**src/sv/tas_pkg.sv**
```systemverilog
`timescale 1ns / 1ps
`default_nettype none

package tas_pkg;

  // configuration register indexes
  localparam int unsigned CfgIdxW = 3;
  localparam logic [CfgIdxW-1:0] REG_ENABLE = 3'd0;
  localparam logic [CfgIdxW-1:0] REG_BASE   = 3'd1;
  localparam logic [CfgIdxW-1:0] REG_LIMIT  = 3'd2;
  localparam logic [CfgIdxW-1:0] REG_PITCH  = 3'd3;
  localparam logic [CfgIdxW-1:0] REG_SPARE  = 3'd4;

  localparam int unsigned PitchW = 16;
  localparam int unsigned UnitW  = 8;   // pitch in 256-byte units
  localparam int unsigned DivStep = 4;  // quotient bits per divider stage
  localparam int unsigned LowW   = 12;  // bits below the 4 KiB unit

  // chunk rotation per 1 KiB group
  localparam logic [1:0] ROT_TAB [4] = '{2'd0, 2'd2, 2'd3, 2'd1};

  typedef struct packed {
    logic valid;
    logic hit;
  } tas_ctl_t;

endpackage

`default_nettype wire

```
**src/sv/tas_front.sv**
```systemverilog
`timescale 1ns / 1ps
`default_nettype none

module tas_front #(
  parameter int unsigned ADDR_BITS = 27
) (
  input  wire logic                     clk_i,
  input  wire logic                     rst_ni,
  input  wire logic                     accept_i,
  input  wire logic [ADDR_BITS-1:0]     addr_i,
  input  wire logic                     enable_i,
  input  wire logic [ADDR_BITS-1:0]     base_i,
  input  wire logic [ADDR_BITS-1:0]     limit_i,
  input  wire logic [tas_pkg::PitchW-1:0] pitch_i,
  input  wire logic [tas_pkg::PitchW-1:0] spare_i,
  output tas_pkg::tas_ctl_t             ctl_o,
  output logic [ADDR_BITS-1:0]          offset_o,
  output logic [tas_pkg::UnitW-1:0]     units_o
);
  import tas_pkg::*;

  logic               in_win;
  logic               wp_ok;
  logic               sp_ok;
  tas_ctl_t           ctl_d, ctl_q;
  logic [UnitW-1:0]   units_d, units_q;
  logic [ADDR_BITS-1:0] offset_d, offset_q;

  always_comb begin
    in_win   = enable_i && (addr_i >= base_i) && (addr_i <= limit_i);
    wp_ok    = (pitch_i[7:0] == 8'd0) && (pitch_i[15:8] != 8'd0);
    sp_ok    = (spare_i[7:0] == 8'd0) && (spare_i[15:8] != 8'd0);
    units_d  = wp_ok ? pitch_i[15:8] : spare_i[15:8];
    offset_d = addr_i - base_i;
    ctl_d.valid = accept_i;
    ctl_d.hit   = accept_i && in_win && (wp_ok || sp_ok);
  end

  always_ff @(posedge clk_i or negedge rst_ni) begin
    if (!rst_ni) begin
      ctl_q <= '0;
    end else begin
      ctl_q <= ctl_d;
    end
  end

  always_ff @(posedge clk_i) begin
    units_q  <= units_d;
    offset_q <= offset_d;
  end

  assign ctl_o    = ctl_q;
  assign offset_o = offset_q;
  assign units_o  = units_q;

endmodule

`default_nettype wire

```
**src/sv/tas_div_stage.sv**
```systemverilog
`timescale 1ns / 1ps
`default_nettype none

module tas_div_stage #(
  parameter int unsigned QW = 20
) (
  input  wire logic                     clk_i,
  input  wire logic                     rst_ni,
  input  wire tas_pkg::tas_ctl_t        ctl_i,
  input  wire logic [tas_pkg::UnitW-1:0] units_i,
  input  wire logic [QW-1:0]            num_i,
  input  wire logic [tas_pkg::UnitW-1:0] rem_i,
  input  wire logic [7:0]               low_i,
  output tas_pkg::tas_ctl_t             ctl_o,
  output logic [tas_pkg::UnitW-1:0]     units_o,
  output logic [QW-1:0]                 num_o,
  output logic [tas_pkg::UnitW-1:0]     rem_o,
  output logic [7:0]                    low_o
);
  import tas_pkg::*;

  logic [UnitW:0]   r;
  logic [QW-1:0]    n;
  tas_ctl_t         ctl_q;
  logic [UnitW-1:0] units_q;
  logic [QW-1:0]    num_q;
  logic [UnitW-1:0] rem_q;
  logic [7:0]       low_q;

  // restoring division, dividend bits shift out the top of n, quotient in at the bottom
  always_comb begin
    r = {1'b0, rem_i};
    n = num_i;
    for (int k = 0; k < DivStep; k++) begin
      r = {r[UnitW-1:0], n[QW-1]};
      n = {n[QW-2:0], 1'b0};
      if (r >= {1'b0, units_i}) begin
        r    = r - {1'b0, units_i};
        n[0] = 1'b1;
      end
    end
  end

  always_ff @(posedge clk_i or negedge rst_ni) begin
    if (!rst_ni) begin
      ctl_q <= '0;
    end else begin
      ctl_q <= ctl_i;
    end
  end

  always_ff @(posedge clk_i) begin
    units_q <= units_i;
    num_q   <= n;
    rem_q   <= r[UnitW-1:0];
    low_q   <= low_i;
  end

  assign ctl_o   = ctl_q;
  assign units_o = units_q;
  assign num_o   = num_q;
  assign rem_o   = rem_q;
  assign low_o   = low_q;

  // partial remainder stays below the divisor on a hit
  a_rem_below_units: assert property (@(posedge clk_i) disable iff (!rst_ni)
    ctl_q.valid && ctl_q.hit |-> rem_q < units_q)
    else $error("partial remainder not below divisor");

endmodule

`default_nettype wire

```
**src/sv/tas_assemble.sv**
```systemverilog
`timescale 1ns / 1ps
`default_nettype none

module tas_assemble #(
  parameter int unsigned ADDR_BITS = 27,
  parameter int unsigned QW        = 20
) (
  input  wire logic                     clk_i,
  input  wire logic                     rst_ni,
  input  wire tas_pkg::tas_ctl_t        ctl_i,
  input  wire logic [tas_pkg::UnitW-1:0] units_i,
  input  wire logic [QW-1:0]            row_i,
  input  wire logic [tas_pkg::UnitW-1:0] rem_i,
  input  wire logic [7:0]               low_i,
  input  wire logic [ADDR_BITS-1:0]     base_i,
  output logic                          done_o,
  output logic                          hit_o,
  output logic [ADDR_BITS-1:0]          tiled_o
);
  import tas_pkg::*;

  localparam int unsigned PW = QW + 4;   // band * units
  localparam int unsigned SW = PW + 1;   // plus unit index
  localparam int unsigned TW = SW + LowW;

  logic [1:0]       group;
  logic [1:0]       chunk;
  logic [PW-1:0]    prod_d, prod_q;
  logic [UnitW-1:0] unit_d, unit_q;
  logic [LowW-1:0]  lowpart_d, lowpart_q;
  tas_ctl_t         ctl_q;
  logic [SW-1:0]    sum;
  logic [TW-1:0]    toff;
  logic [ADDR_BITS-1:0] tiled;
  logic             done_q, hit_q;
  logic [ADDR_BITS-1:0] addr_q;

  // stage a: band times units, field split
  always_comb begin
    group     = row_i[3:2];
    chunk     = low_i[5:4] - ROT_TAB[group];
    prod_d    = PW'(row_i[QW-1:4]) * PW'(units_i);
    unit_d    = rem_i ^ {{(UnitW-1){1'b0}}, ~row_i[4]};
    lowpart_d = {group, low_i[7:6], row_i[1:0], chunk, low_i[3:0]};
  end

  // stage b: unit offset, low fields, rebase
  always_comb begin
    sum   = SW'(prod_q) + SW'(unit_q);
    toff  = {sum, lowpart_q};
    tiled = base_i + toff[ADDR_BITS-1:0];
  end

  always_ff @(posedge clk_i or negedge rst_ni) begin
    if (!rst_ni) begin
      ctl_q  <= '0;
      done_q <= 1'b0;
      hit_q  <= 1'b0;
    end else begin
      ctl_q  <= ctl_i;
      done_q <= ctl_q.valid;
      hit_q  <= ctl_q.valid && ctl_q.hit;
    end
  end

  always_ff @(posedge clk_i) begin
    prod_q    <= prod_d;
    unit_q    <= unit_d;
    lowpart_q <= lowpart_d;
    addr_q    <= ctl_q.hit ? tiled : '0;
  end

  assign done_o  = done_q;
  assign hit_o   = hit_q;
  assign tiled_o = addr_q;

  // a miss always carries a zero address
  a_miss_zero: assert property (@(posedge clk_i) disable iff (!rst_ni)
    done_q && !hit_q |-> addr_q == '0)
    else $error("miss result with nonzero address");

  // hit is only raised together with the strobe
  a_hit_with_done: assert property (@(posedge clk_i) disable iff (!rst_ni)
    hit_q |-> done_q)
    else $error("hit without result strobe");

endmodule

`default_nettype wire

```
**src/sv/tiled_address_swizzle.sv**
```systemverilog
// channel   | direction | ports                                      | handshake
// ----------+-----------+--------------------------------------------+---------------------------
// command   | in        | start, busy, lin_address_i                 | beat when start && !busy
// result    | out       | done_o, hit_o, tiled_address_o             | beat when done_o, no stall
// config    | in        | cfg_valid_i, cfg_ready_o, cfg_index_i,     | beat when valid && ready
//           |           | cfg_data_i                                 |
//
// one address enters every cycle; busy stays low, the pipeline never backs up
// an address passes the front stage, then the divider stages that resolve four row
// bits each, then assemble stages a and b, which register the result on done_o
// reset clears the valid bits of every stage and the config registers to zero
// the receiver cannot stall: each result shows for exactly one cycle on done_o
`timescale 1ns / 1ps
`default_nettype none

module tiled_address_swizzle #(
  parameter int unsigned ADDR_BITS = 27
) (
  input  wire logic                          clk_i,
  input  wire logic                          rst_ni,
  // command beat
  input  wire logic                          start,
  output logic                               busy,
  input  wire logic [ADDR_BITS-1:0]          lin_address_i,
  // result beat
  output logic                               done_o,
  output logic                               hit_o,
  output logic [ADDR_BITS-1:0]               tiled_address_o,
  // config write beat
  input  wire logic                          cfg_valid_i,
  output logic                               cfg_ready_o,
  input  wire logic [tas_pkg::CfgIdxW-1:0]   cfg_index_i,
  input  wire logic [ADDR_BITS-1:0]          cfg_data_i
);
  import tas_pkg::*;

  // row = (offset >> 8) / units, padded up to whole divider stages
  localparam int unsigned QBITS   = ADDR_BITS - 8;
  localparam int unsigned NSTAGES = (QBITS + DivStep - 1) / DivStep;
  localparam int unsigned QW      = NSTAGES * DivStep;
  localparam int unsigned LAT     = NSTAGES + 3;

  // config registers
  logic                 window_enable_q;
  logic [ADDR_BITS-1:0] window_base_q;
  logic [ADDR_BITS-1:0] window_limit_q;
  logic [PitchW-1:0]    window_pitch_q;
  logic [PitchW-1:0]    spare_pitch_q;
  logic                 cfg_we;
  logic                 accept;

  // front stage outputs
  tas_ctl_t             front_ctl;
  logic [ADDR_BITS-1:0] front_offset;
  logic [UnitW-1:0]     front_units;

  // divider chain, index 0 feeds the first stage
  tas_ctl_t             ctl_s   [NSTAGES+1];
  logic [UnitW-1:0]     units_s [NSTAGES+1];
  logic [QW-1:0]        num_s   [NSTAGES+1];
  logic [UnitW-1:0]     rem_s   [NSTAGES+1];
  logic [7:0]           low_s   [NSTAGES+1];

  assign busy        = 1'b0;
  assign cfg_ready_o = 1'b1;
  assign accept      = start && !busy;
  assign cfg_we      = cfg_valid_i && cfg_ready_o;

  // register file, unknown indexes are dropped
  always_ff @(posedge clk_i or negedge rst_ni) begin
    if (!rst_ni) begin
      window_enable_q <= 1'b0;
      window_base_q   <= '0;
      window_limit_q  <= '0;
      window_pitch_q  <= '0;
      spare_pitch_q   <= '0;
    end else if (cfg_we) begin
      unique case (cfg_index_i)
        REG_ENABLE: window_enable_q <= cfg_data_i[0];
        REG_BASE:   window_base_q   <= cfg_data_i;
        REG_LIMIT:  window_limit_q  <= cfg_data_i;
        REG_PITCH:  window_pitch_q  <= cfg_data_i[PitchW-1:0];
        REG_SPARE:  spare_pitch_q   <= cfg_data_i[PitchW-1:0];
        default: ;
      endcase
    end
  end

  // window check, pitch pick, offset from base
  tas_front #(
    .ADDR_BITS(ADDR_BITS)
  ) u_front (
    .clk_i   (clk_i),
    .rst_ni  (rst_ni),
    .accept_i(accept),
    .addr_i  (lin_address_i),
    .enable_i(window_enable_q),
    .base_i  (window_base_q),
    .limit_i (window_limit_q),
    .pitch_i (window_pitch_q),
    .spare_i (spare_pitch_q),
    .ctl_o   (front_ctl),
    .offset_o(front_offset),
    .units_o (front_units)
  );

  // the low byte of the offset bypasses the divider: pitch is a multiple of 256
  assign ctl_s[0]   = front_ctl;
  assign units_s[0] = front_units;
  assign num_s[0]   = QW'(front_offset[ADDR_BITS-1:8]);
  assign rem_s[0]   = '0;
  assign low_s[0]   = front_offset[7:0];

  for (genvar g = 0; g < NSTAGES; g++) begin : g_div
    tas_div_stage #(
      .QW(QW)
    ) u_div (
      .clk_i  (clk_i),
      .rst_ni (rst_ni),
      .ctl_i  (ctl_s[g]),
      .units_i(units_s[g]),
      .num_i  (num_s[g]),
      .rem_i  (rem_s[g]),
      .low_i  (low_s[g]),
      .ctl_o  (ctl_s[g+1]),
      .units_o(units_s[g+1]),
      .num_o  (num_s[g+1]),
      .rem_o  (rem_s[g+1]),
      .low_o  (low_s[g+1])
    );
  end

  // after the last stage num holds the row and rem the 256-byte column
  tas_assemble #(
    .ADDR_BITS(ADDR_BITS),
    .QW       (QW)
  ) u_assemble (
    .clk_i  (clk_i),
    .rst_ni (rst_ni),
    .ctl_i  (ctl_s[NSTAGES]),
    .units_i(units_s[NSTAGES]),
    .row_i  (num_s[NSTAGES]),
    .rem_i  (rem_s[NSTAGES]),
    .low_i  (low_s[NSTAGES]),
    .base_i (window_base_q),
    .done_o (done_o),
    .hit_o  (hit_o),
    .tiled_o(tiled_address_o)
  );

  // every accepted beat comes out after the fixed latency
  a_latency: assert property (@(posedge clk_i) disable iff (!rst_ni)
    accept |-> ##LAT done_o)
    else $error("result beat missing after pipeline latency");

endmodule

`default_nettype wire
```
**config.mk**
```make
export PLATFORM = sky130hd
export DESIGN_NAME = tiled_address_swizzle
export DESIGN_NICKNAME = d
export VERILOG_FILES = /design/src/sv/tas_pkg.sv /design/src/sv/tas_front.sv /design/src/sv/tas_div_stage.sv /design/src/sv/tas_assemble.sv /design/src/sv/tiled_address_swizzle.sv
export SDC_FILE = /design/constraint.sdc
export NUM_CORES = 1
export LEC_CHECK = 0
export BUFFER_PORTS_ARGS = -buffer_cell sky130_fd_sc_hd__buf_2
export CAP_MARGIN = 25
export CORE_ASPECT_RATIO = 0.5
export CORE_MARGIN = 2
export CORE_UTILIZATION = 35
export CTS_CLUSTER_SIZE = 16
export DETAILED_ROUTE_END_ITERATION = 8
export SLEW_MARGIN = 10
export SYNTH_ARGS = -nofsm -noshare
export SYNTH_HDL_FRONTEND = slang
export SYNTH_SLANG_ARGS = --single-unit
```
**constraint.sdc**
```tcl
create_clock -name clk_i -period 23.1 [get_ports clk_i]
set_input_delay 4.62 -clock clk_i [delete_from_list [all_inputs] [get_ports clk_i]]
set_output_delay 4.62 -clock clk_i [all_outputs]
set_load 0.01 [all_outputs]
```
## Word level (Yosys, flattened, before mapping)

Cells that the tools add are included.

- Register bits after elaboration: 420
- Input bits: 61
- Output and inout port bits: 31

- Reduce and logical (&&, ||, !) cells: 18
- Bitwise operators: 3
- $mul: 1
- Muxes and demuxes: 44
- Magnitude comparators: 23
- Equal/unequal tests: 4
- Add/sub/neg operators: 24

Operator list:

| operator | number |
|---|---|
| greater-or-equal comparator 9 x 8 -> 1 bit | 19 |
| two-way mux 8 bit | 21 |
| subtractor 8 bit | 19 |
| adder 27 bit | 1 |
| greater-or-equal comparator 27 bit | 1 |
| less-or-equal comparator 27 bit | 1 |
| subtractor 27 bit | 1 |
| two-way mux 1 bit | 20 |
| logical NOT 8 bit | 2 |
| multiplier 16 x 8 -> 15 bit | 1 |
| nonzero test 8 bit | 2 |
| adder 15 x 8 -> 15 bit | 1 |
| AND reduction 2 bit | 5 |
| greater-or-equal comparator 1 x 8 -> 1 bit (first input constant) | 1 |
| subtractor 1 x 8 -> 8 bit (first input constant) | 1 |
| XOR 8 x 1 -> 8 bit | 1 |
| logical AND 1 bit | 7 |
| == test 3 x 2 -> 1 bit (second input constant) | 2 |
| binary-select mux 2 bit (select 2 bit) | 1 |
| two-way mux 2 bit | 2 |
| == test 3 x 1 -> 1 bit (second input constant) | 1 |
| == test 3 bit (second input constant) | 1 |
| greater-or-equal comparator 3 bit (second input constant) | 1 |
| logical NOT 3 bit | 1 |
| 4 further kinds | 4 |

## Depth between registers and ports, before layout

- Word-level depth: 8
- Gate-level depth with buffers: 42
- Mapped depth without buffers: 39

## By module

Synthesis repeated with hierarchy kept, for this count alone.

- Cell total of the unflattened synthesis: 2,531
- Area, all modules: 25,847.3 um^2

By module, submodules not included:

| module | area an instance (um^2) | times used | cells each | seq. area each (um^2) |
|---|---|---|---|---|
| tas_div_stage | 2,646.3 | 5 | 259 | 930.9 |
| tas_assemble | 5,880.6 | 1 | 658 | 1,341.3 |
| tiled_address_swizzle | 3,465.8 | 1 | 192 | 2,177.1 |
| tas_front | 3,269.4 | 1 | 386 | 750.7 |

## Worst setup path after synthesis

OpenSTA, ideal clock, no wires.

- Path kind: reg-to-reg
- Start: register g_div[1].u_div.units_q[1]
- End: register g_div[2].u_div.rem_q[3]
- Library setup time: 0.079 ns
- Setup slack: 14.813 ns
- Path buffers: 1
- Data required time: 23.021 ns
- Stages on the path, launching flop included: 37
- Period minus slack after synthesis: 8.287 ns
- Arrival time: 8.208 ns
- Cell sequence: dfxtp_1 -> inv_1 -> ha_1 -> nor2b_1 -> o21ai_0 -> a21oi_1 -> o31ai_1 -> nand2_1 -> mux2_2 -> ha_1 -> nand4_1 -> o21bai_1 -> or3_1 -> o41ai_1 -> a211oi_2 -> nor2_2 -> mux2_2 -> ha_1 -> or2_2 -> a211oi_1 -> a21oi_1 -> o21ai_0 -> nand4_1 -> nand3_1 -> inv_1 -> clkbuf_1 -> a21oi_1 -> ha_1 -> nor2b_1 -> o21ai_0 -> a21boi_0 -> o21ai_0 -> a21oi_1 -> o31a_1 -> or4b_2 -> o32a_1 -> o211ai_1

- Cells in the longest elaborated chain, start to end: 8

Ends and longest elaborated chain:

| item | line | RTL |
|---|---|---|
| start: declaration | tas_div_stage.sv:25 | `logic [UnitW-1:0] units_q;` |
| start signal: assignment | tas_div_stage.sv:53 | `units_q <= units_i;` |
| subtractor 8 bit / greater-or-equal comparator 9 x 8 -> 1 bit (equally long branches) | tas_div_stage.sv:38, tas_div_stage.sv:37 |  |
| two-way mux 8 bit | tas_div_stage.sv:37 | `if (r >= {1'b0, units_i}) begin` |
| subtractor 8 bit / greater-or-equal comparator 9 x 8 -> 1 bit (equally long branches) | tas_div_stage.sv:38, tas_div_stage.sv:37 |  |
| two-way mux 8 bit | tas_div_stage.sv:37 |  |
| greater-or-equal comparator 9 x 8 -> 1 bit / subtractor 8 bit (equally long branches) | tas_div_stage.sv:37, tas_div_stage.sv:38 |  |
| two-way mux 8 bit | tas_div_stage.sv:37 |  |
| subtractor 8 bit / greater-or-equal comparator 9 x 8 -> 1 bit (equally long branches) | tas_div_stage.sv:38, tas_div_stage.sv:37 |  |
| two-way mux 8 bit * | tas_div_stage.sv:37 |  |
| named net g_div[2].u_div.r[3] | tas_div_stage.sv:22 | `logic [UnitW:0] r;` |
| end signal: assignment | tas_div_stage.sv:55 | `rem_q <= r[UnitW-1:0];` |
| end: declaration | tas_div_stage.sv:27 | `logic [UnitW-1:0] rem_q;` |

Mark *: on every way through the listed nets, which the timed path passes. The rest lies on a longest branch.
A chain may end at the register's enable or synchronous reset.

## Worst setup path after layout

- Start: register g_div[1].u_div.units_q[1]
- End: register g_div[2].u_div.rem_q[6]

- Cells in the longest elaborated chain, start to end: 8

Ends and longest elaborated chain:

| item | line |
|---|---|
| subtractor 8 bit / greater-or-equal comparator 9 x 8 -> 1 bit (equally long branches) | tas_div_stage.sv:38, tas_div_stage.sv:37 |
| two-way mux 8 bit | tas_div_stage.sv:37 |
| subtractor 8 bit / greater-or-equal comparator 9 x 8 -> 1 bit (equally long branches) | tas_div_stage.sv:38, tas_div_stage.sv:37 |
| two-way mux 8 bit | tas_div_stage.sv:37 |
| subtractor 8 bit / greater-or-equal comparator 9 x 8 -> 1 bit (equally long branches) | tas_div_stage.sv:38, tas_div_stage.sv:37 |
| two-way mux 8 bit | tas_div_stage.sv:37 |
| subtractor 8 bit / greater-or-equal comparator 9 x 8 -> 1 bit (equally long branches) | tas_div_stage.sv:38, tas_div_stage.sv:37 |
| two-way mux 8 bit * | tas_div_stage.sv:37 |
| named net g_div[2].u_div.r[6] | tas_div_stage.sv:22 |

Marks and branches as above.

==> summary.md <==
| Metric | Value |
|---|---|
| Run status | complete, no violations |
| Slowest-stage cell, CP | a2111oi_1 |
| Reg2Reg Capture Point | g_div[2].u_div.rem_o[6] |
| CTS Buf Count | 43 |
| Post-CTS setup buffer count | 0 |
| FF-to-FF path depth | 35 |
| First-pass GRT wire length | 100000 microns |
| DIE AREA | 73200 sq um |
| Final Skew | 0.0230 ns |
| Core footprint | 69500 sq um |
| GRT overflow | 0 |
| Vias per cell | 5.10 |
| Cell Rows | 68 |
| Rel. slew slack | 0.313 |
| Layout cell share with drive strength beyond 1 | 0.107 |
| Routed WL | 63300 microns |
| Placed inst area | 26300 sq um |
| Most used cell, CP | o21ai_0 |
| CTS tree | built |
| I/O pins | 92 |
| DR pass1 iterations | 5 |
| Area leader, netlist | dfxtp_1 |
| Via Count | 18900 |
| Synth Cell Area | 24800 sq um |
| RSZ-0062 raised after global routing | no |
| CP Capture Point | g_div[2].u_div.rem_o[6] |
| Worst setup path class | reg -> reg |
| # setup viols final | 0 |
| WL/cell | 17.1 microns |
| DRC errors left | 0 |
| HP Start | g_div[3].u_div.low_o[2] |
| EDFF count, synth | 0 |
| CP peak stage delay | 0.90 ns |
| Sequential area share after synthesis | 0.356 |
| Worst-Margin Slew | 1.03 ns |
| F_max | 97.3 MHz |
| Syn_area_per_cell | 9.44 sq um |
| Synth Flop Type | dfxtp_1 |
| PortBufs | 89 |
| Crit start category | register |
| Cts repair resizes | 0 |
| Nets | 3129 |
| Gr usage total | 0.172 |
| Synth warnings | 0 |
| Die Y-Extent | 192 microns |
| Top-area cell type share of the netlist area | 0.252 |
| Flops & latches, synth | 415 |
| Die Wd | 381 microns |
| Total clock sinks | 415 |
| Maximum clock insertion buffer count | 3 |
| Async SR Flop Fraction | 0.248 |
| Clk slew on worst S/H paths | 0.07 ns |
| Vias in the first global route | 18500 |
| Setup tns final | 0 ns |
| P&R area growth vs syn | 12.2% |
| Fillers | 6877 |
| Ratio of final minimum period to clock period | 0.445 |
| Placer Congestion | 0.932 |
| Crit path DAT | 10.71 ns |
| Starting DRT DRC Count | 1382 |
| Hold Path Class | reg -> reg |
| DRT antenna net count | 0 |
| Critical path endpoint category | register |
| R2r startpoint | g_div[1].u_div.units_o[1] |
| CP required | 23.54 ns |
| Worst setup startpoint | g_div[1].u_div.units_o[1] |
| Max Slew Vio Count | 0 |
| Final instance area | 27800 sq um |
| Max cap viols | 0 |
| Max H-tree Level | 2 |
| Skew-Pair Late Insertion Delay | 0.56 ns |
| Largest net degree at the start of global routing | 78 |
| Synth area leaders | dfxtp_1, ha_1, dfrtp_1 |
| Commonest cells in the synthesized netlist | dfxtp_1, inv_1, ha_1 |
| Top-count cell post-synth | dfxtp_1 |
| Hold buffers post-CTS | 0 |
| Reg2reg setup slack | 12.83 ns |
| Synth cell types | 82 |
| Dpl hpwl | 50500 microns |
| Fin. Hold Viols | 0 |
| Starting Density | 0.357 |
| Initial antenna violation count | 7 |
| Minimum clock period | 10.27 ns |
| Clock root buffer | clkbuf_16 |
| Gate Count Post-Synth | 2629 |
| Peak fanout along the critical path | 17 |
## registers in the layout, indices dropped and copies added, names as in the netlist, 2 cells and up
signal and flops:
u_assemble.lowpart_q 12, spare_pitch_q 16, g_div.u_div.num_o 95, u_assemble.unit_q 8, u_front.offset_o 27, g_div.u_div.units_o 40
u_assemble.ctl_q 2, g_div.u_div.low_o 40, g_div.u_div.rem_o 40, u_assemble.prod_q 15, u_assemble.tiled_o 27, g_div.u_div.ctl_o 10
window_base_q 27, u_front.ctl_o 2, window_limit_q 27, u_front.units_o 8, window_pitch_q 16
## critical path, delay by kind of cell (launching register included)
family / cells / cell delay (ns)
flops: 1 / 0.43
fa+ha+maj: 4 / 1.31
buf+inv: 2 / 0.54
mux: 1 / 0.35
simple gates: 9 / 2.43
compound gates: 19 / 5.07
## metal layers
layer | track usage | wire (microns) | vias up
met5 | 0 | 0 | -
met4 | 0.0440 | 1340 | 0
met3 | 0.0174 | 2540 | 88
met2 | 0.286 | 28600 | 384
met1 | 0.239 | 30800 | 9099
li1 | - | - | 9345
## how the worst min path moves through the flow
stage	endpoint	slack, ns	cells after the start
2_1_floorplan	g_div[0].u_div.low_o[0]	0.31	0
3_3_place_gp	g_div[4].u_div.num_o[5]	0.31	0
3_5_place_dp	u_assemble.lowpart_q[6]	0.31	0
4_1_cts	g_div[4].u_div.low_o[2]	0.32	0
5_1_grt	g_div[1].u_div.low_o[3]	0.32	0
6_report	g_div[4].u_div.low_o[2]	0.32	0
## cell families after synthesis
| family | Yosys count | share of synthesized area |
|---|---|---|
| adder cells (fa/ha/maj) | 341 | 0.195 |
| other | 2 | 0.000303 |
| flip-flops | 415 | 0.356 |
| AND/OR/NAND/NOR | 688 | 0.138 |
| XOR/XNOR | 159 | 0.0561 |
| buffers and inverters | 326 | 0.0500 |
| AO/OA/AOI/OAI | 589 | 0.156 |
| multiplexers | 109 | 0.0493 |
## through the flow
stage	setup WS (ns)	hold slack, ns	cells	utilization
after global routing	12.12	0.325	3706	0.400
final	12.83	0.316	3707	0.400
after floorplan	14.81	0.310	2632	-
after global placement	13.24	0.310	3623	0.378
after detailed placement	13.07	0.312	3624	0.378
after CTS	13.06	0.319	3702	0.400
## placed cells by master (no fill, tap or decap), types with 11 or more instances in the layout
cell | netlist | final
and2_1 | 70 | 70
nand4_1 | 35 | 35
or3_1 | 14 | 14
inv_1 | 275 | 275
o21bai_1 | 15 | 15
o21a_1 | 32 | 32
nor4_1 | 15 | 15
a21oi_1 | 140 | 140
nor2b_1 | 44 | 44
xor2_1 | 50 | 50
dfrtp_1 | 103 | 103
mux2_2 | 89 | 89
ha_1 | 265 | 265
clkbuf_16 | 0 | 46
a211oi_1 | 18 | 18
xnor2_1 | 109 | 109
dfxtp_1 | 312 | 312
nand3_1 | 55 | 55
nor2_1 | 114 | 113
and3_1 | 17 | 17
fa_1 | 76 | 76
buf_2 | 6 | 88
nor3_1 | 38 | 37
a31oi_1 | 11 | 11
mux2i_1 | 17 | 17
o21ai_0 | 158 | 158
nand2_1 | 220 | 220
nand2b_1 | 23 | 23
a21boi_0 | 22 | 22
o221ai_1 | 11 | 11
o211ai_1 | 16 | 16
a21o_1 | 61 | 61
## area by class of cell
class | instances | area [sq um] | share of cell area
well taps | 945 | 1180 | 0.0425
clock buffers | 56 | 1230 | 0.0441
repair buffers | 96 | 534 | 0.0192
clock inverters | 22 | 236 | 0.00850
flip-flops and latches | 415 | 8820 | 0.317
diodes | 2 | 5.00 | 0.000180
multi-input cells | 1891 | 14800 | 0.531
inverters | 280 | 1050 | 0.0378
Power is not shown: default switching activity piles up to over one toggle a cycle in this logic, so the estimate is an artifact.
